$ cat src/evhv_pkg.sv
// Shared types, constants and the FNV-1a round for the event packet hash validator.
package evhv_pkg;

  localparam int unsigned PAYLOAD_MAX = 256;
  localparam int unsigned SIZE_W      = $clog2(PAYLOAD_MAX + 2);
  localparam int unsigned QDEPTH      = 4;
  localparam int unsigned QPTR_W      = $clog2(QDEPTH);
  localparam int unsigned QCNT_W      = $clog2(QDEPTH + 1);
  localparam int unsigned NUM_TIMING  = 5;
  localparam int unsigned NUM_STRINGS = 5;
  localparam int unsigned CNT_W       = 3;
  localparam int unsigned ADDR_W      = 5;

  localparam logic [31:0] FNV_BASIS = 32'd2166136261;
  localparam logic [31:0] FNV_PRIME = 32'd16777619;

  localparam logic [SIZE_W-1:0] SIZE_SAT = SIZE_W'(PAYLOAD_MAX + 1);

  localparam logic [7:0]  KIND_MIN_RST  = 8'd0;
  localparam logic [7:0]  KIND_MAX_RST  = 8'd15;
  localparam logic [7:0]  OBSERVE_RST   = 8'd15;
  localparam logic [31:0] T_MASTER_RST  = 32'd5040;
  localparam logic [31:0] T_PUBLIC_RST  = 32'd240;
  localparam logic [31:0] T_PRIVATE_RST = 32'd60;
  localparam logic [31:0] T_KERNEL_RST  = 32'd8;
  localparam logic [31:0] T_FANO_RST    = 32'd7;

  typedef enum logic [2:0] {
    REG_KIND_MIN  = 3'd0,
    REG_KIND_MAX  = 3'd1,
    REG_OBSERVE   = 3'd2,
    REG_T_MASTER  = 3'd3,
    REG_T_PUBLIC  = 3'd4,
    REG_T_PRIVATE = 3'd5,
    REG_T_KERNEL  = 3'd6,
    REG_T_FANO    = 3'd7
  } reg_e;

  typedef enum logic [2:0] {
    OP_KIND  = 3'd0,
    OP_STR   = 3'd1,
    OP_TIME  = 3'd2,
    OP_SIZE  = 3'd3,
    OP_PAY   = 3'd4,
    OP_CLAIM = 3'd5
  } op_e;

  typedef struct packed {
    logic [7:0]                       kind_min;
    logic [7:0]                       kind_max;
    logic [7:0]                       observe_kind;
    logic [NUM_TIMING-1:0][31:0]      timing;
  } cfg_t;

  typedef struct packed {
    op_e               op;
    logic [31:0]       data;
    logic              in_range;
    logic              is_observe;
    logic [SIZE_W-1:0] size;
  } entry_t;

  function automatic logic [31:0] fnv_fold(logic [31:0] h, logic [7:0] b);
    logic [31:0] x;
    x = h ^ {24'd0, b};
    return x * FNV_PRIME;
  endfunction

endpackage

$ cat src/event_packet_hash_validator.sv
// Event packet FNV-1a hash validator: config registers, front end, queue and back end.
// A claim is written into the queue and its result is then registered in the back end's output register.
// Byte items go one per cycle unless a word is folding; words fold one hash round per cycle and block new requests.
// The queue holds four requests; input stalls only when it is full.
// Reset (async, active low) restores register defaults, empties the queue and clears packet state.
module event_packet_hash_validator (
  input  logic        clk_i,
  input  logic        rst_ni,
  input  logic        psel,
  input  logic        penable,
  input  logic        pwrite,
  input  logic [evhv_pkg::ADDR_W-1:0] paddr,
  input  logic [31:0] pwdata,
  output logic [31:0] prdata,
  output logic        pready,
  input  logic        in_valid_i,
  output logic        in_stall_o,
  input  logic [2:0]  in_kind_i,
  input  logic [31:0] in_data_i,
  output logic        out_valid_o,
  input  logic        out_stall_i,
  output logic [31:0] out_computed_hash_o,
  output logic        out_valid_res_o
);
  import evhv_pkg::*;

  cfg_t   cfg_q;
  reg_e   sel;
  logic   wr_en;
  logic   q_full, q_push, q_pop, q_valid;
  entry_t push_entry, head;

  assign pready = 1'b1;
  assign sel    = reg_e'(paddr[4:2]);
  assign wr_en  = psel && penable && pwrite && pready;

  always_ff @(posedge clk_i or negedge rst_ni) begin
    if (!rst_ni) begin
      cfg_q.kind_min     <= KIND_MIN_RST;
      cfg_q.kind_max     <= KIND_MAX_RST;
      cfg_q.observe_kind <= OBSERVE_RST;
      cfg_q.timing[0]    <= T_MASTER_RST;
      cfg_q.timing[1]    <= T_PUBLIC_RST;
      cfg_q.timing[2]    <= T_PRIVATE_RST;
      cfg_q.timing[3]    <= T_KERNEL_RST;
      cfg_q.timing[4]    <= T_FANO_RST;
    end else if (wr_en) begin
      case (sel)
        REG_KIND_MIN:  cfg_q.kind_min     <= pwdata[7:0];
        REG_KIND_MAX:  cfg_q.kind_max     <= pwdata[7:0];
        REG_OBSERVE:   cfg_q.observe_kind <= pwdata[7:0];
        REG_T_MASTER:  cfg_q.timing[0]    <= pwdata;
        REG_T_PUBLIC:  cfg_q.timing[1]    <= pwdata;
        REG_T_PRIVATE: cfg_q.timing[2]    <= pwdata;
        REG_T_KERNEL:  cfg_q.timing[3]    <= pwdata;
        REG_T_FANO:    cfg_q.timing[4]    <= pwdata;
        default: begin
        end
      endcase
    end
  end

  always_comb begin
    case (sel)
      REG_KIND_MIN:  prdata = {24'd0, cfg_q.kind_min};
      REG_KIND_MAX:  prdata = {24'd0, cfg_q.kind_max};
      REG_OBSERVE:   prdata = {24'd0, cfg_q.observe_kind};
      REG_T_MASTER:  prdata = cfg_q.timing[0];
      REG_T_PUBLIC:  prdata = cfg_q.timing[1];
      REG_T_PRIVATE: prdata = cfg_q.timing[2];
      REG_T_KERNEL:  prdata = cfg_q.timing[3];
      REG_T_FANO:    prdata = cfg_q.timing[4];
      default:       prdata = 32'd0;
    endcase
  end

  evhv_front u_front (
    .cfg_i      (cfg_q),
    .in_valid_i (in_valid_i),
    .in_stall_o (in_stall_o),
    .in_kind_i  (in_kind_i),
    .in_data_i  (in_data_i),
    .q_full_i   (q_full),
    .q_push_o   (q_push),
    .q_entry_o  (push_entry)
  );

  evhv_queue u_queue (
    .clk_i        (clk_i),
    .rst_ni       (rst_ni),
    .push_i       (q_push),
    .push_entry_i (push_entry),
    .full_o       (q_full),
    .pop_i        (q_pop),
    .valid_o      (q_valid),
    .head_o       (head)
  );

  evhv_back u_back (
    .clk_i       (clk_i),
    .rst_ni      (rst_ni),
    .cfg_i       (cfg_q),
    .q_valid_i   (q_valid),
    .q_entry_i   (head),
    .q_pop_o     (q_pop),
    .out_valid_o (out_valid_o),
    .out_stall_i (out_stall_i),
    .out_hash_o  (out_computed_hash_o),
    .out_ok_o    (out_valid_res_o)
  );

endmodule

$ cat src/evhv_front.sv
// Front end: accepts requests, drops unknown item kinds, decodes the item kind and precomputes kind and size checks.
module evhv_front (
  input  evhv_pkg::cfg_t   cfg_i,
  input  logic             in_valid_i,
  output logic             in_stall_o,
  input  logic [2:0]       in_kind_i,
  input  logic [31:0]      in_data_i,
  input  logic             q_full_i,
  output logic             q_push_o,
  output evhv_pkg::entry_t q_entry_o
);
  import evhv_pkg::*;

  logic known;

  always_comb begin
    case (in_kind_i)
      OP_KIND, OP_STR, OP_TIME, OP_SIZE, OP_PAY, OP_CLAIM: known = 1'b1;
      default: known = 1'b0;
    endcase
  end

  assign in_stall_o = q_full_i;
  assign q_push_o   = in_valid_i && !q_full_i && known;

  always_comb begin
    q_entry_o.op         = op_e'(in_kind_i);
    q_entry_o.data       = in_data_i;
    q_entry_o.in_range   = (in_data_i >= {24'd0, cfg_i.kind_min}) &&
                           (in_data_i <= {24'd0, cfg_i.kind_max});
    q_entry_o.is_observe = in_data_i == {24'd0, cfg_i.observe_kind};
    q_entry_o.size       = (in_data_i > 32'(PAYLOAD_MAX)) ? SIZE_SAT : in_data_i[SIZE_W-1:0];
  end

endmodule

$ cat src/evhv_queue.sv
// Short register queue between the front end and the back end.
module evhv_queue (
  input  logic             clk_i,
  input  logic             rst_ni,
  input  logic             push_i,
  input  evhv_pkg::entry_t push_entry_i,
  output logic             full_o,
  input  logic             pop_i,
  output logic             valid_o,
  output evhv_pkg::entry_t head_o
);
  import evhv_pkg::*;

  entry_t              mem_q [QDEPTH];
  logic [QPTR_W-1:0]   wr_q, wr_d, rd_q, rd_d;
  logic [QCNT_W-1:0]   cnt_q, cnt_d;
  logic                do_pop;

  assign full_o  = cnt_q == QCNT_W'(QDEPTH);
  assign valid_o = cnt_q != '0;
  assign head_o  = mem_q[rd_q];
  assign do_pop  = pop_i && valid_o;

  always_comb begin
    wr_d  = push_i ? wr_q + 1'b1 : wr_q;
    rd_d  = do_pop ? rd_q + 1'b1 : rd_q;
    cnt_d = cnt_q + QCNT_W'(push_i) - QCNT_W'(do_pop);
  end

  always_ff @(posedge clk_i or negedge rst_ni) begin
    if (!rst_ni) begin
      wr_q  <= '0;
      rd_q  <= '0;
      cnt_q <= '0;
    end else begin
      wr_q  <= wr_d;
      rd_q  <= rd_d;
      cnt_q <= cnt_d;
    end
  end

  always_ff @(posedge clk_i) begin
    if (push_i) begin
      mem_q[wr_q] <= push_entry_i;
    end
  end

  assert property (@(posedge clk_i) disable iff (!rst_ni) cnt_q <= QCNT_W'(QDEPTH))
    else $error("queue count overflow");
  assert property (@(posedge clk_i) disable iff (!rst_ni)
    (push_i && !do_pop) |=> cnt_q == $past(cnt_q) + 1'b1)
    else $error("queue count missed a push");

endmodule

$ cat src/evhv_back.sv
// Back end: folds bytes into the hash one round per cycle, tracks packet checks, emits results.
module evhv_back (
  input  logic             clk_i,
  input  logic             rst_ni,
  input  evhv_pkg::cfg_t   cfg_i,
  input  logic             q_valid_i,
  input  evhv_pkg::entry_t q_entry_i,
  output logic             q_pop_o,
  output logic             out_valid_o,
  input  logic             out_stall_i,
  output logic [31:0]      out_hash_o,
  output logic             out_ok_o
);
  import evhv_pkg::*;

  logic [31:0]            hash_q, hash_d;
  logic [23:0]            word_q, word_d;
  logic [1:0]             rem_q, rem_d;
  logic [CNT_W-1:0]       str_cnt_q, str_cnt_d;
  logic                   at_start_q, at_start_d;
  logic [NUM_STRINGS-1:0] present_q, present_d;
  logic [CNT_W-1:0]       tim_cnt_q, tim_cnt_d;
  logic                   tim_ok_q, tim_ok_d;
  logic                   kin_q, kin_d;
  logic                   kobs_q, kobs_d;
  logic [SIZE_W-1:0]      dsize_q, dsize_d;
  logic [SIZE_W-1:0]      pcnt_q, pcnt_d;
  logic                   oval_q, oval_d;
  logic [31:0]            ohash_q, ohash_d;
  logic                   ook_q, ook_d;
  logic                   busy, out_free, pop, ok;
  logic [7:0]             b;

  assign busy     = rem_q != 2'd0;
  assign out_free = !oval_q || !out_stall_i;
  assign pop      = q_valid_i && !busy && ((q_entry_i.op != OP_CLAIM) || out_free);
  assign q_pop_o  = pop;
  assign b        = q_entry_i.data[7:0];

  assign ok = kin_q && tim_ok_q && (tim_cnt_q == CNT_W'(NUM_TIMING)) &&
              (str_cnt_q == CNT_W'(NUM_STRINGS)) && at_start_q &&
              (present_q[3:0] == 4'hf) && (kobs_q || present_q[4]) &&
              (dsize_q <= SIZE_W'(PAYLOAD_MAX)) && (pcnt_q == dsize_q) &&
              ((q_entry_i.data == 32'd0) || (q_entry_i.data == hash_q));

  always_comb begin
    hash_d     = hash_q;
    word_d     = word_q;
    rem_d      = rem_q;
    str_cnt_d  = str_cnt_q;
    at_start_d = at_start_q;
    present_d  = present_q;
    tim_cnt_d  = tim_cnt_q;
    tim_ok_d   = tim_ok_q;
    kin_d      = kin_q;
    kobs_d     = kobs_q;
    dsize_d    = dsize_q;
    pcnt_d     = pcnt_q;
    oval_d     = oval_q && out_stall_i;
    ohash_d    = ohash_q;
    ook_d      = ook_q;

    if (busy) begin
      hash_d = fnv_fold(hash_q, word_q[7:0]);
      word_d = {8'd0, word_q[23:8]};
      rem_d  = rem_q - 2'd1;
    end else if (pop) begin
      case (q_entry_i.op)
        OP_KIND: begin
          hash_d     = fnv_fold(FNV_BASIS, b);
          word_d     = q_entry_i.data[31:8];
          rem_d      = 2'd3;
          str_cnt_d  = '0;
          at_start_d = 1'b1;
          present_d  = '0;
          tim_cnt_d  = '0;
          tim_ok_d   = 1'b1;
          kin_d      = q_entry_i.in_range;
          kobs_d     = q_entry_i.is_observe;
          dsize_d    = '0;
          pcnt_d     = '0;
        end
        OP_STR: begin
          hash_d = fnv_fold(hash_q, b);
          if (b == 8'd0) begin
            at_start_d = 1'b1;
            if (str_cnt_q < CNT_W'(NUM_STRINGS + 1)) begin
              str_cnt_d = str_cnt_q + 1'b1;
            end
          end else begin
            at_start_d = 1'b0;
            if (str_cnt_q < CNT_W'(NUM_STRINGS)) begin
              present_d[str_cnt_q] = 1'b1;
            end
          end
        end
        OP_TIME: begin
          hash_d = fnv_fold(hash_q, b);
          word_d = q_entry_i.data[31:8];
          rem_d  = 2'd3;
          if (tim_cnt_q < CNT_W'(NUM_TIMING)) begin
            if (q_entry_i.data != cfg_i.timing[tim_cnt_q]) begin
              tim_ok_d = 1'b0;
            end
          end else begin
            tim_ok_d = 1'b0;
          end
          if (tim_cnt_q < CNT_W'(NUM_TIMING + 1)) begin
            tim_cnt_d = tim_cnt_q + 1'b1;
          end
        end
        OP_SIZE: begin
          hash_d  = fnv_fold(hash_q, b);
          word_d  = q_entry_i.data[31:8];
          rem_d   = 2'd3;
          dsize_d = q_entry_i.size;
        end
        OP_PAY: begin
          hash_d = fnv_fold(hash_q, b);
          if (pcnt_q < SIZE_SAT) begin
            pcnt_d = pcnt_q + 1'b1;
          end
        end
        OP_CLAIM: begin
          oval_d     = 1'b1;
          ohash_d    = hash_q;
          ook_d      = ok;
          hash_d     = FNV_BASIS;
          str_cnt_d  = '0;
          at_start_d = 1'b1;
          present_d  = '0;
          tim_cnt_d  = '0;
          tim_ok_d   = 1'b1;
          kin_d      = 1'b0;
          kobs_d     = 1'b0;
          dsize_d    = '0;
          pcnt_d     = '0;
        end
        default: begin
        end
      endcase
    end
  end

  always_ff @(posedge clk_i or negedge rst_ni) begin
    if (!rst_ni) begin
      hash_q     <= FNV_BASIS;
      rem_q      <= '0;
      str_cnt_q  <= '0;
      at_start_q <= 1'b1;
      present_q  <= '0;
      tim_cnt_q  <= '0;
      tim_ok_q   <= 1'b1;
      kin_q      <= 1'b0;
      kobs_q     <= 1'b0;
      dsize_q    <= '0;
      pcnt_q     <= '0;
      oval_q     <= 1'b0;
    end else begin
      hash_q     <= hash_d;
      rem_q      <= rem_d;
      str_cnt_q  <= str_cnt_d;
      at_start_q <= at_start_d;
      present_q  <= present_d;
      tim_cnt_q  <= tim_cnt_d;
      tim_ok_q   <= tim_ok_d;
      kin_q      <= kin_d;
      kobs_q     <= kobs_d;
      dsize_q    <= dsize_d;
      pcnt_q     <= pcnt_d;
      oval_q     <= oval_d;
    end
  end

  always_ff @(posedge clk_i) begin
    word_q  <= word_d;
    ohash_q <= ohash_d;
    ook_q   <= ook_d;
  end

  assign out_valid_o = oval_q;
  assign out_hash_o  = ohash_q;
  assign out_ok_o    = ook_q;

  assert property (@(posedge clk_i) disable iff (!rst_ni) busy |-> !q_pop_o)
    else $error("request taken while a word is still folding");
  assert property (@(posedge clk_i) disable iff (!rst_ni)
    (pop && (q_entry_i.op == OP_TIME)) |=> rem_q == 2'd3)
    else $error("word request did not start a fold sequence");
  assert property (@(posedge clk_i) disable iff (!rst_ni)
    (oval_q && out_stall_i) |-> !(q_pop_o && (q_entry_i.op == OP_CLAIM)))
    else $error("claim taken while result register is blocked");
  assert property (@(posedge clk_i) disable iff (!rst_ni)
    (str_cnt_q <= CNT_W'(NUM_STRINGS + 1)) && (tim_cnt_q <= CNT_W'(NUM_TIMING + 1)) &&
    (pcnt_q <= SIZE_SAT))
    else $error("packet counter beyond saturation");

endmodule

$ cat config.mk
export PLATFORM = sky130hd
export DESIGN_NAME = event_packet_hash_validator
export DESIGN_NICKNAME = d
export VERILOG_FILES = /design/src/evhv_pkg.sv /design/src/event_packet_hash_validator.sv /design/src/evhv_front.sv /design/src/evhv_queue.sv /design/src/evhv_back.sv
export SDC_FILE = /design/constraint.sdc
export NUM_CORES = 1
export LEC_CHECK = 0
export BUFFER_PORTS_ARGS = -buffer_cell sky130_fd_sc_hd__buf_2
export CORE_MARGIN = 2
export CORE_UTILIZATION = 30
export CTS_CLUSTER_DIAMETER = 80
export CTS_CLUSTER_SIZE = 24
export DETAILED_ROUTE_END_ITERATION = 6
export SETUP_SLACK_MARGIN = 0.3
export SLEW_MARGIN = 30
export SYNTH_ARGS = -nofsm -noshare
export SYNTH_HDL_FRONTEND = slang
export SYNTH_SLANG_ARGS = --single-unit
$ cat constraint.sdc
create_clock -name clk_i -period 6.2 [get_ports clk_i]
set_input_delay 0.31 -clock clk_i [delete_from_list [all_inputs] [get_ports clk_i]]
set_output_delay 0.31 -clock clk_i [all_outputs]
set_load 0.01 [all_outputs]
==> impl_metrics.tcl <==
set metrics [dict create \
    status "finished, final reports clean" \
    core_um2 118000 \
    synth_nets 3722 \
    ant_nets 0 \
    ys.flop_type "edfxtp_1" \
    syn_area_um2 35500 \
    grt_antenna_before_repair 9 \
    relSlewSlack_pct 34.4 \
    setup-violations-final 0 \
    start_util_pct 30.2 \
    stdcell_area_um2 42200 \
    critPathMaxFanout 7 \
    rows 126 \
    worst_ep_arrival_time_ns 6.64 \
    layout_commonest_cell "inv_1" \
    cap_violations 0 \
    gr-total-overflow 0 \
    synth_top_family_by_area "adder cells" \
    grt_pass1_vias 25600 \
    clock_latency_ns 0.63 \
    boundaryPins 147 \
    clockBufferDepth 3 \
    synth_cell_types 87 \
    clock_skew_ns 0.0510 \
    ys_seq_elements 500 \
    vias 24900 \
    synth_cells 3099 \
    period_share_pct 98.8 \
    track_usage_pct 17.4 \
    tritoncts "built" \
    finalWirelength_um 106000 \
    required_ns 6.72 \
    yosys.area_share.simple_pct 6.30 \
    synthMuxAreaShare_pct 13.0 \
    final_cell_mix "inv_1 (458), ha_1 (353), edfxtp_1 (233)" \
    slowest_stage "mux4_2" \
    wl_per_cell_um 21.2 \
    path_class "flip-flop to flip-flop" \
    hp-class "input port to flip-flop" \
    rsz0062_at_grt "true" \
    route.detailed.drc 0 \
    cts_buffers 35 \
    synth-edff-count 233 \
    detailed_place_hpwl_um 78700 \
    ys_seq_area_share_pct 38.5 \
    place_congestion 0.934 \
    placed_cell_area_um2 39400 \
    drt-initial-drc-count 1726 \
    root_buffer "clkbuf_16" \
    async_flop_share_pct 51.8 \
    grt_max_degree 114 \
    end_kind "flip-flop" \
    vias_per_cell 5.00 \
    hold_viol 0 \
    synth_compound_area_share_pct 9.16 \
    worstMarginPinSlew_ns 0.983 \
    layout_min_cycle_time_ns 6.12 \
    worst-path-buf-inv 5 \
    synth_adder_area_share_pct 22.0 \
    clk_pin_slew_ns 0.10 \
    max_freq_ghz 0.163 \
    slew_violations 0 \
    area_delta_synth_final_pct 18.9 \
    htreeDepth 2 \
    slowest_delay_ns 0.59 \
    grt_pass1_wl_um 160000 \
    io_buffer_count 143 \
    drt_pass1_iterations 5 \
    synth-xor-area-share_pct 4.65 \
    cp-start-kind "flip-flop" \
    nNetsFinal 4042 \
    die_w_um 348 \
    synth_warnings 0 \
    die_area_um2 121000 \
    worstPathCellList "mux4_2 -> xnor2_4 -> inv_4 -> ha_4 -> ha_4 -> fa_1 -> ha_2 -> fa_1 -> ha_1 -> inv_2 -> fa_1 -> inv_1 -> ha_4 -> buf_4 -> a21o_1 -> buf_4 -> a211oi_2 -> a211oi_2 -> o21a_1 -> o211ai_1 -> a21oi_1 -> a31o_2 -> o21a_1" \
    cts.sinks 500 \
    die_y_um 348 \
    drive_gt1_share_pct 26.0 \
    synth.avg_cell_area_um2 11.5 \
    path_delay_family "adder cells" \
]
## what timing repair did
item | CTS | global route
hold endpoints to repair | 334 | 0
buffers inserted | 26 | 8
pin swaps | 79 | 35
setup endpoints to repair | 20 | 20
resized for setup | 75 | 86
hold buffers | 56 | 0
## cell families after synthesis
logic type	Yosys count
buf+inv	591
fa+ha+maj	544
flops	500
compound gates	487
simple gates	451
mux	338
xor+xnor	187
other cells	1
## cell usage after synthesis, drive strengths merged (8+ instances only)
cell type  number  area [um^2]
a211oi         23          173
a21o           42          315
a21oi          90          454
a221oi         13          114
a22o           23          201
a22oi           9         67.6
a31oi          19          119
and2           17          106
and3           13         81.3
buf            32          173
clkbuf         74          278
dfrtp         217         5430
dfstp          42         1100
dfxtp           8          160
edfxtp        233         7000
fa            134         2680
ha            410         5130
inv           484         1820
mux2          194         2180
mux2i          66          661
mux4           78         1760
nand2         125          469
nand2b         20          140
nand3          27          135
nand4          30          188
nor2          111          417
nor2b          14         95.1
nor3           26          141
nor4           32          206
o211ai         11         82.6
o21a           15          113
o21ai         119          599
o221ai         12          105
o22a           16          140
o22ai          37          231
or3            11         68.8
xnor2         100          883
xor2           87          769
## flip-flops by register name (all words and copies together) (netlist names), 2 cells and up
| register | flops |
|---|---|
| cfg_q | 184 |
| u_back.dsize_q | 9 |
| u_back.hash_q | 32 |
| u_back.out_hash_o | 32 |
| u_back.pcnt_q | 9 |
| u_back.present_q | 5 |
| u_back.rem_q | 2 |
| u_back.str_cnt_q | 3 |
| u_back.tim_cnt_q | 3 |
| u_back.word_q | 24 |
| u_queue.cnt_q | 3 |
| u_queue.mem_q | 184 |
| u_queue.rd_q | 2 |
| u_queue.wr_q | 2 |
## stage by stage
step	std cells	TNS, ns	util (%)	hold WS, ns	worst slack, ns
finish	4984	0	35.9	0.0286	0.0752
global route	4984	-0.862	35.9	0.0546	-0.214
CTS	4973	0	35.4	0.00262	0.0989
detailed placement	4827	-0.0209	33.4	0.435	-0.0209
global placement	4826	0	33.4	0.432	0.0243
floorplan	3099	0	-	0.0144	0.188
## path summary, 6_finish.rpt
check,start,endpoint,slack [ns],depth (start not counted)
setup / recovery,u_queue.rd_q[0]$_DFFE_PN0P_,u_back.hash_q[31]$_DFFE_PN1P_,0.08,23
max in group asynchronous,rst_ni,u_queue.rd_q[0]$_DFFE_PN0P_,4.33,4
hold reg to reg,u_back.rem_q[0]$_DFFE_PN0P_,u_back.rem_q[0]$_DFFE_PN0P_,0.45,1
setup reg to reg,u_queue.rd_q[0]$_DFFE_PN0P_,u_back.hash_q[31]$_DFFE_PN1P_,0.08,23
hold / removal,pwdata[5],cfg_q[173]$_DFFE_PN0P_,0.03,3
min in group asynchronous,rst_ni,cfg_q[122]$_DFFE_PN0P_,0.16,2
## area by class of cell
| class | instances | area, um^2 |
|---|---|---|
| flip-flops and latches | 500 | 13700 |
| well taps | 1536 | 1920 |
| clock inverters | 16 | 234 |
| multi-input cells | 2008 | 20800 |
| fillers | 11500 | 75500 |
| clock buffers | 48 | 925 |
| diodes | 2 | 5.00 |
| repair buffers | 389 | 2830 |
| inverters | 485 | 1830 |
## routing by layer
metal,vias to the layer above,wire [um],track usage [%]
li1,11600,-,-
met1,12500,46400,23.0
met2,689,49400,28.7
met3,162,6250,2.85
met4,10,3800,5.88
met5,-,57,0
## worst reg2reg max path: cells and delay by family, from the launching register on
family          cells  cell delay [ns]
fa+ha+maj           8             2.58
flops               1             0.50
mux                 1             0.59
compound gates      8             1.47
xor+xnor            1             0.33
buf+inv             5             0.52
Power is left out: the tool's default activity adds up to more than one toggle a clock period on the data nets, which glitch-free logic cannot reach.
